<file path="src/hdl/lbbc_pkg.sv">
`timescale 1ns / 1ps

package lbbc_pkg;

    // fixed field widths of the request and result channels
    localparam int CMD_W      = 2;
    localparam int BLK_W      = 40;
    localparam int IDX_W      = 4;
    localparam int STAT_W     = 2;
    localparam int SHIFT_W    = 4;
    localparam int ACTIVE_W   = 5;
    localparam int CFG_IDX_W  = 1;
    localparam int CFG_DATA_W = 5;

    localparam logic [SHIFT_W-1:0]  SHIFT_RST  = SHIFT_W'(2);
    localparam logic [ACTIVE_W-1:0] ACTIVE_RST = ACTIVE_W'(16);

    // command codes
    localparam logic [CMD_W-1:0] CMD_GET     = 2'd0;
    localparam logic [CMD_W-1:0] CMD_RELEASE = 2'd1;
    localparam logic [CMD_W-1:0] CMD_DIRTY   = 2'd2;

    // result status codes
    localparam logic [STAT_W-1:0] STAT_HIT      = 2'd0;
    localparam logic [STAT_W-1:0] STAT_MISS     = 2'd1;
    localparam logic [STAT_W-1:0] STAT_DEADLOCK = 2'd2;
    localparam logic [STAT_W-1:0] STAT_ACK      = 2'd3;

    // configuration register indexes
    localparam logic [CFG_IDX_W-1:0] CFG_SHIFT  = 1'b0;
    localparam logic [CFG_IDX_W-1:0] CFG_ACTIVE = 1'b1;

    typedef enum logic [2:0] {
        ST_IDLE,
        ST_SHIFT,
        ST_SCAN,
        ST_LAST,
        ST_FIN
    } t_state;

endpackage

</file>
<file path="src/hdl/lru_block_buffer_cache.sv">
`timescale 1ns / 1ps

// Fully associative block buffer cache with LRU order and pin marks.
// Request channel: i_valid / o_stall with i_command, i_block_number and
// i_target_entry; a request is taken at a clock edge with i_valid high and
// o_stall low. Result channel: o_valid / i_stall, one result per request.
// Configuration: i_cfg_we writes i_cfg_data to register i_cfg_index
// (0 block shift, 1 active entries); write only while the block is idle.
// A get request passes through a shift step that forms the saturated
// disk block, a scan step with one tag read per active entry (the clamped
// active entry count) through the tag memory port, a last step for the
// final compare and a finish step that updates LRU, pin and tag state.
// Release, mark-dirty and no-op requests go straight to the finish step.
// The block takes no new request until the current one has finished.
// The scan shares one tag compare and two rank compares over all entries,
// so o_stall stays high from acceptance until the result is loaded.
// A loaded result waits in the output register while i_stall is high; the
// block takes the next request meanwhile and holds its own finish step
// until that register is free.
// Reset clears valid, pin and dirty marks, sets entry i to rank i and loads
// the configuration defaults; tag contents are left undefined.
module lru_block_buffer_cache #(
    parameter int ENTRIES    = 16,
    parameter int BLOCK_BITS = 40
) (
    input  logic                            i_clk,
    input  logic                            i_rst_n,
    input  logic                            i_valid,
    output logic                            o_stall,
    input  logic [lbbc_pkg::CMD_W-1:0]      i_command,
    input  logic [lbbc_pkg::BLK_W-1:0]      i_block_number,
    input  logic [lbbc_pkg::IDX_W-1:0]      i_target_entry,
    output logic                            o_valid,
    input  logic                            i_stall,
    output logic [lbbc_pkg::STAT_W-1:0]     o_status,
    output logic [lbbc_pkg::IDX_W-1:0]      o_entry_index,
    output logic [lbbc_pkg::BLK_W-1:0]      o_disk_block,
    output logic                            o_writeback_needed,
    output logic [lbbc_pkg::BLK_W-1:0]      o_evicted_block,
    input  logic                            i_cfg_we,
    input  logic [lbbc_pkg::CFG_IDX_W-1:0]  i_cfg_index,
    input  logic [lbbc_pkg::CFG_DATA_W-1:0] i_cfg_data
);

    localparam int IW = $clog2(ENTRIES);
    localparam int CW = $clog2(ENTRIES + 1);
    localparam int BB = BLOCK_BITS;
    localparam int FW = lbbc_pkg::BLK_W;
    localparam int XW = lbbc_pkg::IDX_W;

    lbbc_pkg::t_state r_state, n_state;

    // configuration
    logic [lbbc_pkg::SHIFT_W-1:0]  r_shift;
    logic [lbbc_pkg::ACTIVE_W-1:0] r_active;

    // per-entry state
    logic [BB-1:0] r_tag_mem [ENTRIES];
    logic [ENTRIES-1:0] r_valid_m, r_pin_m, r_dirty_m;
    logic [IW-1:0]      r_rank [ENTRIES];

    // request
    logic [lbbc_pkg::CMD_W-1:0] r_cmd;
    logic [BB-1:0]              r_blk;
    logic [XW-1:0]              r_tgt;
    logic [BB-1:0]              r_db;

    // scan
    logic [CW-1:0] r_cnt;
    logic          r_rd_ok;
    logic [IW-1:0] r_rd_idx;
    logic [BB-1:0] r_rd_data;
    logic          r_hit_found, r_vic_found;
    logic [IW-1:0] r_hit_idx, r_vic_idx, r_hit_rank, r_vic_rank;
    logic          r_vic_valid, r_vic_dirty;
    logic [BB-1:0] r_vic_tag;

    // result register
    logic                        r_out_valid;
    logic [lbbc_pkg::STAT_W-1:0] r_out_status;
    logic [XW-1:0]               r_out_idx;
    logic [FW-1:0]               r_out_db, r_out_ev;
    logic                        r_out_wb;

    // control
    logic          w_accept, w_out_free, w_load, w_scan_rd, w_fin_get;
    logic [CW-1:0] w_n;
    logic [IW-1:0] w_scan_addr, w_rank_rd, w_fin_idx, w_fin_rank, w_tgt_idx;
    logic [BB-1:0] w_blk_in, w_mx_sh, w_db;
    logic          w_tgt_ok, w_mem_we, w_do_hit, w_do_vic;
    logic          w_hit_upd, w_vic_upd;
    logic [FW+BB-1:0] w_blk_ext;
    logic [BB+FW-1:0] w_db_ext, w_ev_ext;
    logic [IW+XW-1:0] w_fin_idx_ext, w_tgt_ext;
    logic [FW-1:0]    w_db_out, w_ev_out;
    logic [XW-1:0]    w_idx_out;

    // request width conversion and saturating shift
    assign w_blk_ext = {{BB{1'b0}}, i_block_number};
    assign w_blk_in  = w_blk_ext[BB-1:0];
    assign w_mx_sh   = {BB{1'b1}} >> r_shift;
    assign w_db      = (r_blk > w_mx_sh) ? {BB{1'b1}} : (r_blk << r_shift);

    // clamp active count to 1 .. ENTRIES
    always_comb begin
        if (r_active == '0) begin
            w_n = CW'(1);
        end else if (32'(r_active) > ENTRIES) begin
            w_n = CW'(ENTRIES);
        end else begin
            w_n = CW'(r_active);
        end
    end

    assign w_scan_addr = r_cnt[IW-1:0];
    assign w_rank_rd   = r_rank[r_rd_idx];

    // shared compare unit: one entry per cycle
    assign w_hit_upd = r_rd_ok && r_valid_m[r_rd_idx] && (r_rd_data == r_db) &&
                       (!r_hit_found || (w_rank_rd < r_hit_rank));
    assign w_vic_upd = r_rd_ok && !r_pin_m[r_rd_idx] &&
                       (!r_vic_found || (w_rank_rd > r_vic_rank));

    assign w_fin_get  = (r_cmd == lbbc_pkg::CMD_GET);
    assign w_do_hit   = w_load && w_fin_get && r_hit_found;
    assign w_do_vic   = w_load && w_fin_get && !r_hit_found && r_vic_found;
    assign w_mem_we   = w_do_vic;
    assign w_fin_idx  = r_hit_found ? r_hit_idx : r_vic_idx;
    assign w_fin_rank = r_hit_found ? r_hit_rank : r_vic_rank;

    assign w_tgt_ok  = 32'(r_tgt) < ENTRIES;
    assign w_tgt_ext = {{IW{1'b0}}, r_tgt};
    assign w_tgt_idx = w_tgt_ext[IW-1:0];

    assign w_db_ext      = {{FW{1'b0}}, r_db};
    assign w_db_out      = w_db_ext[FW-1:0];
    assign w_ev_ext      = {{FW{1'b0}}, r_vic_tag};
    assign w_ev_out      = w_ev_ext[FW-1:0];
    assign w_fin_idx_ext = {{XW{1'b0}}, w_fin_idx};
    assign w_idx_out     = w_fin_idx_ext[XW-1:0];

    // next state
    always_comb begin
        n_state = r_state;
        case (r_state)
            lbbc_pkg::ST_IDLE: begin
                if (w_accept) begin
                    n_state = (i_command == lbbc_pkg::CMD_GET) ?
                              lbbc_pkg::ST_SHIFT : lbbc_pkg::ST_FIN;
                end
            end
            lbbc_pkg::ST_SHIFT: n_state = lbbc_pkg::ST_SCAN;
            lbbc_pkg::ST_SCAN: begin
                if (CW'(r_cnt + 1'b1) == w_n) begin
                    n_state = lbbc_pkg::ST_LAST;
                end
            end
            lbbc_pkg::ST_LAST: n_state = lbbc_pkg::ST_FIN;
            lbbc_pkg::ST_FIN: begin
                if (w_out_free) begin
                    n_state = lbbc_pkg::ST_IDLE;
                end
            end
            default: n_state = lbbc_pkg::ST_IDLE;
        endcase
    end

    // state machine outputs
    always_comb begin
        o_stall    = (r_state != lbbc_pkg::ST_IDLE);
        w_accept   = i_valid && (r_state == lbbc_pkg::ST_IDLE);
        w_scan_rd  = (r_state == lbbc_pkg::ST_SCAN);
        w_out_free = !r_out_valid || !i_stall;
        w_load     = (r_state == lbbc_pkg::ST_FIN) && w_out_free;
    end

    // control state
    always_ff @(posedge i_clk) begin
        if (!i_rst_n) begin
            r_state     <= lbbc_pkg::ST_IDLE;
            r_shift     <= lbbc_pkg::SHIFT_RST;
            r_active    <= lbbc_pkg::ACTIVE_RST;
            r_valid_m   <= '0;
            r_pin_m     <= '0;
            r_dirty_m   <= '0;
            r_out_valid <= 1'b0;
            r_rd_ok     <= 1'b0;
            for (int i = 0; i < ENTRIES; i++) begin
                r_rank[i] <= IW'(i);
            end
        end else begin
            r_state <= n_state;
            r_rd_ok <= w_scan_rd;

            if (i_cfg_we) begin
                case (i_cfg_index)
                    lbbc_pkg::CFG_SHIFT:  r_shift <= i_cfg_data[lbbc_pkg::SHIFT_W-1:0];
                    lbbc_pkg::CFG_ACTIVE: r_active <= i_cfg_data;
                    default: ;
                endcase
            end

            if (w_load) begin
                r_out_valid <= 1'b1;
            end else if (!i_stall) begin
                r_out_valid <= 1'b0;
            end

            // promote the chosen entry to most recent and pin it
            if (w_do_hit || w_do_vic) begin
                for (int i = 0; i < ENTRIES; i++) begin
                    if (r_rank[i] < w_fin_rank) begin
                        r_rank[i] <= r_rank[i] + 1'b1;
                    end
                end
                r_rank[w_fin_idx] <= '0;
                r_pin_m[w_fin_idx] <= 1'b1;
            end
            if (w_do_vic) begin
                r_valid_m[w_fin_idx] <= 1'b1;
                r_dirty_m[w_fin_idx] <= 1'b0;
            end

            if (w_load && !w_fin_get && w_tgt_ok) begin
                case (r_cmd)
                    lbbc_pkg::CMD_RELEASE: r_pin_m[w_tgt_idx] <= 1'b0;
                    lbbc_pkg::CMD_DIRTY:   r_dirty_m[w_tgt_idx] <= 1'b1;
                    default: ;
                endcase
            end
        end
    end

    // tag memory: one read port for the scan, one write port for the fill
    always_ff @(posedge i_clk) begin
        if (w_mem_we) begin
            r_tag_mem[r_vic_idx] <= r_db;
        end
        if (w_scan_rd) begin
            r_rd_data <= r_tag_mem[w_scan_addr];
        end
    end

    // request and scan datapath
    always_ff @(posedge i_clk) begin
        if (w_accept) begin
            r_cmd <= i_command;
            r_blk <= w_blk_in;
            r_tgt <= i_target_entry;
        end
        if (r_state == lbbc_pkg::ST_SHIFT) begin
            r_db        <= w_db;
            r_cnt       <= '0;
            r_hit_found <= 1'b0;
            r_vic_found <= 1'b0;
        end
        if (w_scan_rd) begin
            r_cnt    <= CW'(r_cnt + 1'b1);
            r_rd_idx <= w_scan_addr;
        end
        if (w_hit_upd) begin
            r_hit_found <= 1'b1;
            r_hit_idx   <= r_rd_idx;
            r_hit_rank  <= w_rank_rd;
        end
        if (w_vic_upd) begin
            r_vic_found <= 1'b1;
            r_vic_idx   <= r_rd_idx;
            r_vic_rank  <= w_rank_rd;
            r_vic_tag   <= r_rd_data;
            r_vic_valid <= r_valid_m[r_rd_idx];
            r_vic_dirty <= r_dirty_m[r_rd_idx];
        end
    end

    // result register
    always_ff @(posedge i_clk) begin
        if (w_load) begin
            if (!w_fin_get) begin
                r_out_status <= lbbc_pkg::STAT_ACK;
                r_out_idx    <= r_tgt;
                r_out_db     <= '0;
                r_out_wb     <= 1'b0;
                r_out_ev     <= '0;
            end else if (r_hit_found) begin
                r_out_status <= lbbc_pkg::STAT_HIT;
                r_out_idx    <= w_idx_out;
                r_out_db     <= w_db_out;
                r_out_wb     <= 1'b0;
                r_out_ev     <= '0;
            end else if (r_vic_found) begin
                r_out_status <= lbbc_pkg::STAT_MISS;
                r_out_idx    <= w_idx_out;
                r_out_db     <= w_db_out;
                r_out_wb     <= r_vic_valid && r_vic_dirty;
                r_out_ev     <= r_vic_valid ? w_ev_out : '0;
            end else begin
                r_out_status <= lbbc_pkg::STAT_DEADLOCK;
                r_out_idx    <= '0;
                r_out_db     <= '0;
                r_out_wb     <= 1'b0;
                r_out_ev     <= '0;
            end
        end
    end

    assign o_valid            = r_out_valid;
    assign o_status           = r_out_status;
    assign o_entry_index      = r_out_idx;
    assign o_disk_block       = r_out_db;
    assign o_writeback_needed = r_out_wb;
    assign o_evicted_block    = r_out_ev;

    a_accept_busy: assert property (@(posedge i_clk) disable iff (!i_rst_n)
        (i_valid && !o_stall) |=> o_stall)
        else $error("block took a request without going busy");

    a_scan_range: assert property (@(posedge i_clk) disable iff (!i_rst_n)
        (r_state == lbbc_pkg::ST_SCAN) |-> (r_cnt < w_n))
        else $error("scan counter ran past the active entries");

    a_chosen_pinned: assert property (@(posedge i_clk) disable iff (!i_rst_n)
        (w_do_hit || w_do_vic) |=> r_pin_m[$past(w_fin_idx)])
        else $error("hit or filled entry not pinned");

    a_chosen_mru: assert property (@(posedge i_clk) disable iff (!i_rst_n)
        (w_do_hit || w_do_vic) |=> (r_rank[$past(w_fin_idx)] == '0))
        else $error("hit or filled entry not most recent");

endmodule
</file>
<file path="config.mk">
export PLATFORM = sky130hd
export DESIGN_NAME = lru_block_buffer_cache
export DESIGN_NICKNAME = d
export VERILOG_FILES = /design/src/hdl/lbbc_pkg.sv /design/src/hdl/lru_block_buffer_cache.sv
export SDC_FILE = /design/constraint.sdc
export NUM_CORES = 1
export LEC_CHECK = 0
export BUFFER_PORTS_ARGS = -buffer_cell sky130_fd_sc_hd__buf_4
export CORE_MARGIN = 5
export CORE_UTILIZATION = 30
export CTS_BUF_LIST = sky130_fd_sc_hd__clkbuf_8
export DETAILED_ROUTE_END_ITERATION = 10
export SETUP_SLACK_MARGIN = 0.2
export SLEW_MARGIN = 20
export SYNTH_ARGS = -nofsm -noshare
export SYNTH_HDL_FRONTEND = slang
export SYNTH_SLANG_ARGS = --single-unit
export TNS_END_PERCENT = 100
</file>
<file path="constraint.sdc">
create_clock -name i_clk -period 11.38 [get_ports i_clk]
set_clock_uncertainty 0.05 [all_clocks]
set_input_delay 2.276 -clock i_clk [delete_from_list [all_inputs] [get_ports i_clk]]
set_output_delay 2.276 -clock i_clk [all_outputs]
set_load 0.05 [all_outputs]
</file>
======== Word-level counts from Yosys, hierarchy flattened ========
Memories as Yosys holds them, arrays and structs flattened. A register that Yosys moved wholly into a read port is not among the register bits.
Cells that the tools add are included.
word-level totals
  memories ................................ 2
  memory bits (writable) .................. 704
  register bits ........................... 304
operators by class
  muxes and demuxes ....................... 125
  shift operators ......................... 2
  $lt $le $gt $ge ......................... 25
  add/subtract/negate cells ............... 17
  bitwise logic cells ..................... 27
  eq/ne operators ......................... 12
  reductions and logical operators ........ 36
memory list
  memory     depth  bits a word  read ports  clocked after memory_dff  wr ports  RTL line                      source
  r_tag_mem  16     40           1           1                         1         lru_block_buffer_cache.sv:58  logic [BB-1:0] r_tag_mem [ENTRIES];
  r_rank     16     4            17          1                         17        lru_block_buffer_cache.sv:60  logic [IW-1:0] r_rank [ENTRIES];
operator list
  cell                   number
  $mux 16                8
  $mux 4                 22
  $mux 40                2
  $mux 1                 77
  $lt 4x4->1             17
  $add 4x1->4 const B    16
  $or 16x16->16          3
  $eq 40x40->1           1
  $gt 40x40->1           1
  $shl 40x4->40          1
  $shr 40x4->40 const A  1
  $and 16x16->16         2
  $not 16->16            2
  $mux 5                 4
  $or 1x1->1             16
  $logic_and 1x1->1      15
  $lt 4x5->1 const B     3
  $pmux 3 s5             1
  $bmux 1 s4             3
  $mux 3                 4
  $demux 1 s4            2
  $ge 4x1->1 const B     2
  $eq 3x2->1 const B     2
  $logic_not 1->1        6
  other kinds (22)       33

======== Logic depth before layout (Yosys ltp) ========
Gate-level depths: netlist of the first run.
  depth in word-level cells ............... 12
  mapped depth ............................ 13
  gate-level depth less buffers ........... 9

======== Least setup slack after synthesis of the first run ========
OpenSTA, ideal clock, no wires.
  kind .................................... input port to flip-flop
  from .................................... input i_stall
  to ...................................... memory r_tag_mem[1][0] (netlist bit) (enable)
  data required time ...................... 10.793 ns
  buffers on the path ..................... 0
  library setup time ...................... 0.537 ns
  slack ................................... 2.279 ns
  data arrival time ....................... 8.514 ns
  cell stages on the path ................. 5
  cells stage by stage .................... nand2_1 -> nand2_1 -> inv_1 -> nand3_1 -> nor4_1
between the ends
  longest elaborated chain between the ends .. 8
RTL lines
  element                         RTL line                       source
  start: declaration              lru_block_buffer_cache.sv:34   input logic i_stall,
  $logic_not 1->1                 n/a
  $logic_or 1x1->1                lru_block_buffer_cache.sv:173  w_out_free = !r_out_valid || !i_stall;
  $logic_and 1x1->1               lru_block_buffer_cache.sv:174  w_load = (r_state == lbbc_pkg::ST_FIN) && w_out_free;
  named net w_load                lru_block_buffer_cache.sv:86   logic w_accept, w_out_free, w_load, w_scan_rd, w_fin_get;
  $logic_and 1x1->1 (3 in a row)  lru_block_buffer_cache.sv:126  assign w_do_vic = w_load && w_fin_get && !r_hit_found && r_vic_found;
  $mux 1                          lru_block_buffer_cache.sv:236  if (w_mem_we) begin
  $mux 1 (not written as such)    lru_block_buffer_cache.sv:237  r_tag_mem[r_vic_idx] <= r_db;
  end: declaration                lru_block_buffer_cache.sv:58
The timed path passes the listed nets, and every way through them passes these cells.

======== Worst setup path in the final report of the first run ========
  from .................................... input i_stall
  to ...................................... memory r_tag_mem[4][3] (netlist bit) (enable)
The elaborated chain is that of the path after synthesis.

==> impl_metrics.toml, run 1 <==
[global_routing]
global_route_wire_length_before_repair_mm = 169
antenna_violations_before_repair = 7
grt_overflow_total = 0
groute.usage.overall_pct = 14.3
maximum_number_of_pins_on_one_net_before_global_route_repair = 121
first_global_vias = 25900

[worst_setup_path]
reg2reg_depth = 8
critical_path_buf_inv_count = 3
critical-path-slowest-cell = "nor2_4"
cpLargestDelayFamily = "simple AND/OR/NAND/NOR gates"
rrSetupSlack_ns = 7.21
crit_type = "input port to flip-flop"
critical_path_cell_by_cell = "buf_4, nand2_1, nand2_1, inv_4, nand3_1, or3_1, nor2_4, buf_4"
cp-end-kind = "flip-flop"
worst-endpoint-required_ns = 11.82
worstSetupStartpointType = "input port"
highest_fanout_seen_on_the_critical_path = 43
regToRegEndpoint = "r_hit_rank[3]"
worst-endpoint-arrival_ns = 5.29
max_stage_delay_ns = 0.66

[flow_run]
number_of_max_cap_violations = 0

[clock_network]
cts_resized = 0
cts_num_sinks = 1052
cts-hold-fix-buffers = 0
cts_root_buffer_type = "clkbuf_8"
cts.repair_timing.setup_buffer_count = 0
cts_inserted_buffers = 166
clk_pin_slew_ns = 0.06
htree_num_levels = 4
insertion_delay_ns = 0.87
cts_tree = "done"
clk_path_buf_depth = 3

[pwr]
share_of_total_power_in_the_clock_network_pct = 38.1
power_density_nw_per_um2 = 159
power.leakage_nw = 17.2
net_switching_mw = 2.06
p_int_mw = 6.09
sw_share_pct = 25.2
total_power_mw = 8.15
max-vdd-ir-drop_uv = 90.2
pwr-share-comb_pct = 8.7
p_seq_share_pct = 53.1

[timing]
hold_violations = 0
setup_tns_ns = 0
rsz0062_at_grt = "false"
layout_min_cycle_time_ns = 4.85
min_period_over_period_pct = 42.6
maximum_operating_frequency_mhz = 206
setup-violations-final = 0
drv_slew = 0
layout_setup_ws_ns = 6.53
worstMarginPinSlew_ns = 1.07
timing.slew.headroom_pct = 26.8

[floorplanning]
rows = 141
width_of_the_chip_um = 395
floorplan.die_area_um2 = 156000
core-area_um2 = 147000
top_level_ports = 146
dieHeight_um = 395
start_util_pct = 30.1

[place]
finalWeightedCongestion = 0.829
post_place_setup_slack_ns = 5.63
place.port_buffers = 145
hpwlAfterDp_mm = 72.5

[hold_path]
hold_start = "r_valid_m[11]"
min_delay_path_depth = 1
hold-path-endpoint = "r_valid_m[11]"
min_path_type = "flip-flop to flip-flop"

[routing]
finalWirelength_mm = 114
drt.antenna.violating_nets = 0
post-route-drc-count = 0
drt-initial-drc-count = 2182
wl_per_cell_um = 22.1
drt_pass1_iterations = 5
avgViaCountPerCell = 5.04
detailroute.via_count = 26000

[yosys]
avgSynthCellArea_um2 = 15.6
synth_ff_type = "edfxtp_1"
async_reset_ff_share_pct = 0
number_of_nets_produced_by_synthesis = 2986
synthesis.area_um2 = 44500
synth.lib_cells_used.distinct = 67
synth-seq-area-share_pct = 68.1
yosys_register_bits = 1052
synth_edf_count = 920
synth-warning-count = 0
synthesis.instances = 2842

[cells_and_area]
sequential_cell_area_um2 = 30300
total_area_of_multi_input_combinational_cells_um2 = 13600
n_fill_cell = 14100
syn_to_final_growth_pct = 15.6
drive_gt1_share_pct = 21.8
finalNetCount = 3229

[status]
status = "completed"
## how the worst max path moves through the flow
stage	from	endpoint	depth (start not counted)
floorplan	i_stall	r_tag_mem[1][0]	5
global placement	i_stall	r_tag_mem[4][17]	8
detailed placement	i_stall	r_tag_mem[4][16]	8
CTS	i_stall	r_tag_mem[4][36]	8
global route	i_stall	r_tag_mem[4][36]	8
finish	i_stall	r_tag_mem[4][3]	8
## sequential cells by signal, summed over array words and instances, names as in the netlist, 5 cells and up, named ones only
register and flops:
o_disk_block 40, o_evicted_block 40, r_active 5, r_blk 40
r_cnt 5, r_db 40, r_dirty_m 16, r_pin_m 16
r_rank 64, r_rd_data 40, r_tag_mem 640, r_valid_m 16
r_vic_tag 40
## power by group through the flow
stage	clock network, mW	registers [mW]	logic [mW]
after floorplan	0	4.45	0.407
after global placement	0	4.41	0.706
after detailed placement	0	4.41	0.717
after CTS	3.20	4.33	0.719
after global routing	3.38	4.34	0.775
final	3.11	4.33	0.712
## per-stage QoR
stage          util, %  area, um^2  cells  hold slack [ns]
2_1_floorplan        -       44500   2842            0.385
3_3_place_gp      32.7       48200   4847            0.392
3_5_place_dp      32.7       48200   4847            0.403
4_1_cts           34.8       51400   5148            0.417
5_1_grt           34.8       51400   5149            0.439
6_report          34.8       51400   5150            0.413
## layer usage
metal	track usage [%]	vias to the layer above	routed length, um
met4	4.09	2	2400
li1	-	11700	-
met1	20.2	13200	51600
met3	2.95	155	7490
met5	0	-	20
met2	22.4	868	52500
## cells by family after synthesis
| logic type | Yosys count | share of synthesized area [%] |
|---|---|---|
| xor gates and xnor gates | 73 | 1.47 |
| AOI/OAI and AO/OA | 513 | 7.59 |
| muxes | 369 | 12.5 |
| buffers and inverters | 188 | 1.69 |
| DFF | 1052 | 68.1 |
| adders and majority gates | 87 | 2.45 |
| and+or+nand+nor | 560 | 6.26 |
## layout make-up
type | count | area share [%]
inverters | 38 | 0.282
flip-flops and latches | 1052 | 58.9
multi-input cells | 1602 | 26.5
well taps | 1930 | 4.70
clock buffers | 167 | 4.47
repair buffers | 225 | 3.36
clock inverters | 134 | 1.73
diodes | 2 | 0.00974
## placed cells by master (no fill, tap or decap), types with 14 or more instances in the layout
master	count
and2_1	87
o221a_2	15
xnor2_1	67
nand4_1	23
a221oi_1	40
nor3_1	41
dfxtp_1	128
nor2_1	102
nand2_1	162
a21oi_1	91
a22oi_1	43
nand2b_1	19
a211oi_1	18
nand3b_1	14
clkinv_2	17
nand3_1	37
clkinv_1	40
buf_4	222
edfxtp_1	920
mux4_2	143
o21ai_0	182
o21a_1	19
ha_1	87
clkbuf_8	167
mux2_2	53
mux2i_1	173
inv_1	88
## worst register-to-register path, delay by kind of cell, from the launching register on
family | cells | cell delay, ns
flip-flops | 1 | 1.00
adder cells (fa/ha/maj) | 1 | 0.22
AO/OA/AOI/OAI | 1 | 0.11
multiplexers | 2 | 1.24
AND/OR/NAND/NOR | 4 | 1.15
## cell usage after synthesis, types with 47 or more instances
cell,count,area (um^2)
clkbuf_1,102,383
nor3_1,47,235
mux2i_1,173,1730
dfxtp_1,132,2640
a21oi_1,92,460
o21ai_0,182,911
edfxtp_1,920,27600
nor2_1,114,428
mux4_2,143,3220
and2_1,88,551
nand2_1,162,608
xnor2_1,67,587
mux2_2,53,597
ha_1,87,1090
No activity file was read; power rests on OpenSTA's default activity.
==> inputs of run 2 (changes only) <==
- clock period: 11.38 -> 4.5 ns (I/O delays scaled with it)
==> run 2 against run 1 <==
Compared with the run above:
- power grew to 2.5 times the previous value
- combinational power increased to 2.5 times the previous value
- clock-buffer cell count rose by 5
- clock power increased to 2.5 times the previous value
- flip-flop and latch count unchanged
- critical path type is now flip-flop to flip-flop
- largest power group unchanged
==> impl_metrics.toml, run 2 (synthesis results as in run 1) <==
[clock_network]
clk_path_buf_depth = 3
cts.repair_timing.setup_buffer_count = 0
cts-hold-fix-buffers = 0
cts_tree = "done"
clk_pin_slew_ns = 0.06
cts_num_sinks = 1052
cts_resized = 0
cts_inserted_buffers = 171
cts_root_buffer_type = "clkbuf_8"
htree_num_levels = 4
insertion_delay_ns = 0.87

[cells_and_area]
final_design_area_no_fill_um2 = 51600
layout.cells.most_common_list = "920 x edfxtp_1, 223 x buf_4, 182 x o21ai_0"
drive_gt1_share_pct = 22.2
layout_top_registers = "r_tag_mem (640), r_rank (64)"
finalNetCount = 3246
syn_to_final_growth_pct = 16.1
max_flop_register = "r_tag_mem"
largest_register_ff_count = 640
fin_cells = 5173
layout.cells.most_common = "edfxtp_1"
fin_util_pct = 35.0

[worst_setup_path]
regToRegEndpoint = "r_vic_tag[30]"
max_stage_delay_ns = 0.60
critical-path-slowest-cell = "mux4_2"
critical_path_buf_inv_count = 2
worst-endpoint-arrival_ns = 4.13
crit_type = "flip-flop to flip-flop"
critical_path_cell_by_cell = "buf_4, mux4_2, mux4_2, ha_1, a21oi_1, o21ai_0, a21oi_1, nor3_4, buf_12"
rrSetupSlack_ns = 0.83
worst-endpoint-required_ns = 4.96
highest_fanout_seen_on_the_critical_path = 45
cp-end-kind = "flip-flop"
worstSetupStartpointType = "flip-flop"
cpLargestDelayFamily = "multiplexers"
reg2reg_depth = 9

[status]
status = "completed"

[floorplanning]
floorplan.die_area_um2 = 156000
top_level_ports = 146
rows = 141
start_util_pct = 30.1
core-area_um2 = 147000
dieHeight_um = 395
width_of_the_chip_um = 395

[hold_path]
hold-path-endpoint = "r_blk[10]"
hold_start = "i_block_number[10]"
min_delay_path_depth = 1
min_path_type = "input port to flip-flop"

[global_routing]
global_route_wire_length_before_repair_mm = 173
first_global_vias = 26000
groute.usage.overall_pct = 14.6
maximum_number_of_pins_on_one_net_before_global_route_repair = 89
grt_overflow_total = 0
antenna_violations_before_repair = 7

[routing]
wl_per_cell_um = 22.7
post-route-drc-count = 0
avgViaCountPerCell = 5.02
drt.antenna.violating_nets = 0
routed_metal_1_wirelength_mm = 52.5
met2_length_mm = 54.0
drt_pass1_iterations = 7
drt-initial-drc-count = 2173
routed.top_layer = "met4"
detailed_routed_wire_length_on_met3_mm = 7.74
detailroute.via_count = 26000
finalWirelength_mm = 117

[timing]
min_period_over_period_pct = 81.5
timing.slew.headroom_pct = 39.5
hold_violations = 0
timing.hold.ws_ns = 0.170
worstMarginPinSlew_ns = 0.907
setup_tns_ns = 0
setup-violations-final = 0
maximum_operating_frequency_mhz = 273
rsz0062_at_grt = "false"
layout_min_cycle_time_ns = 3.67
drv_slew = 0

[place]
hpwlAfterDp_mm = 74.7
place.detailed.instances = 4859
place.port_buffers = 145
finalWeightedCongestion = 0.817
placedInstanceArea_um2 = 48500

[flow_run]
number_of_max_cap_violations = 0

[pwr]
power_density_nw_per_um2 = 398
max-vdd-ir-drop_uv = 283
power.leakage_nw = 17.4
## run 2: cell count changes in the layout (fill, tap and decap cells not counted), sizes merged
cell    change
inv         +6
clkbuf      +5
bufinv      -5
buf        +12
diode       +2
clkinv      +3
## run 2: cell type report
class / instances / area, um^2
Clock inverter: 138 / 817
Clock buffer: 172 / 2370
Fill cell: 14000 / 95800
Multi-Input combinational cell: 1602 / 13700
Sequential cell: 1052 / 30300
Tap cell: 1930 / 2410
Timing Repair Buffer: 237 / 1950
Antenna cell: 4 / 10.0
Inverter: 38 / 146
## run 2: per-layer routing
layer | vias up | track usage (%)
met5 | - | 0
met1 | 13100 | 20.5
met3 | 181 | 2.88
met2 | 958 | 23.0
met4 | 0 | 4.67
li1 | 11800 | -
## run 2: worst max path at each step
| stage | endpoint | slack, ns | cells past startpoint |
|---|---|---|---|
| 3_3_place_gp | r_vic_tag[20] | 0.84 | 9 |
| 3_5_place_dp | r_vic_tag[16] | 0.85 | 9 |
| 5_1_grt | r_vic_tag[31] | 0.66 | 9 |
| 6_report | r_vic_tag[30] | 0.83 | 9 |
| 4_1_cts | r_vic_tag[25] | 0.82 | 9 |
| 2_1_floorplan | r_tag_mem[2][0] | 0.002 | 6 |
## run 2: power breakdown
part / leakage [nW] / switching, mW / internal (mW)
clock network: 1.86 / 3.97 / 3.82
registers: 9.38 / 0.192 / 10.8
logic: 6.11 / 1.14 / 0.646
## run 2: stage by stage
step / setup slack, ns / total power [mW]
after CTS: 0.819 / 20.8
after global placement: 0.842 / 13.0
final: 0.830 / 20.5
after floorplan: 0.00162 / 12.3
after global routing: 0.661 / 21.4
after detailed placement: 0.855 / 13.0
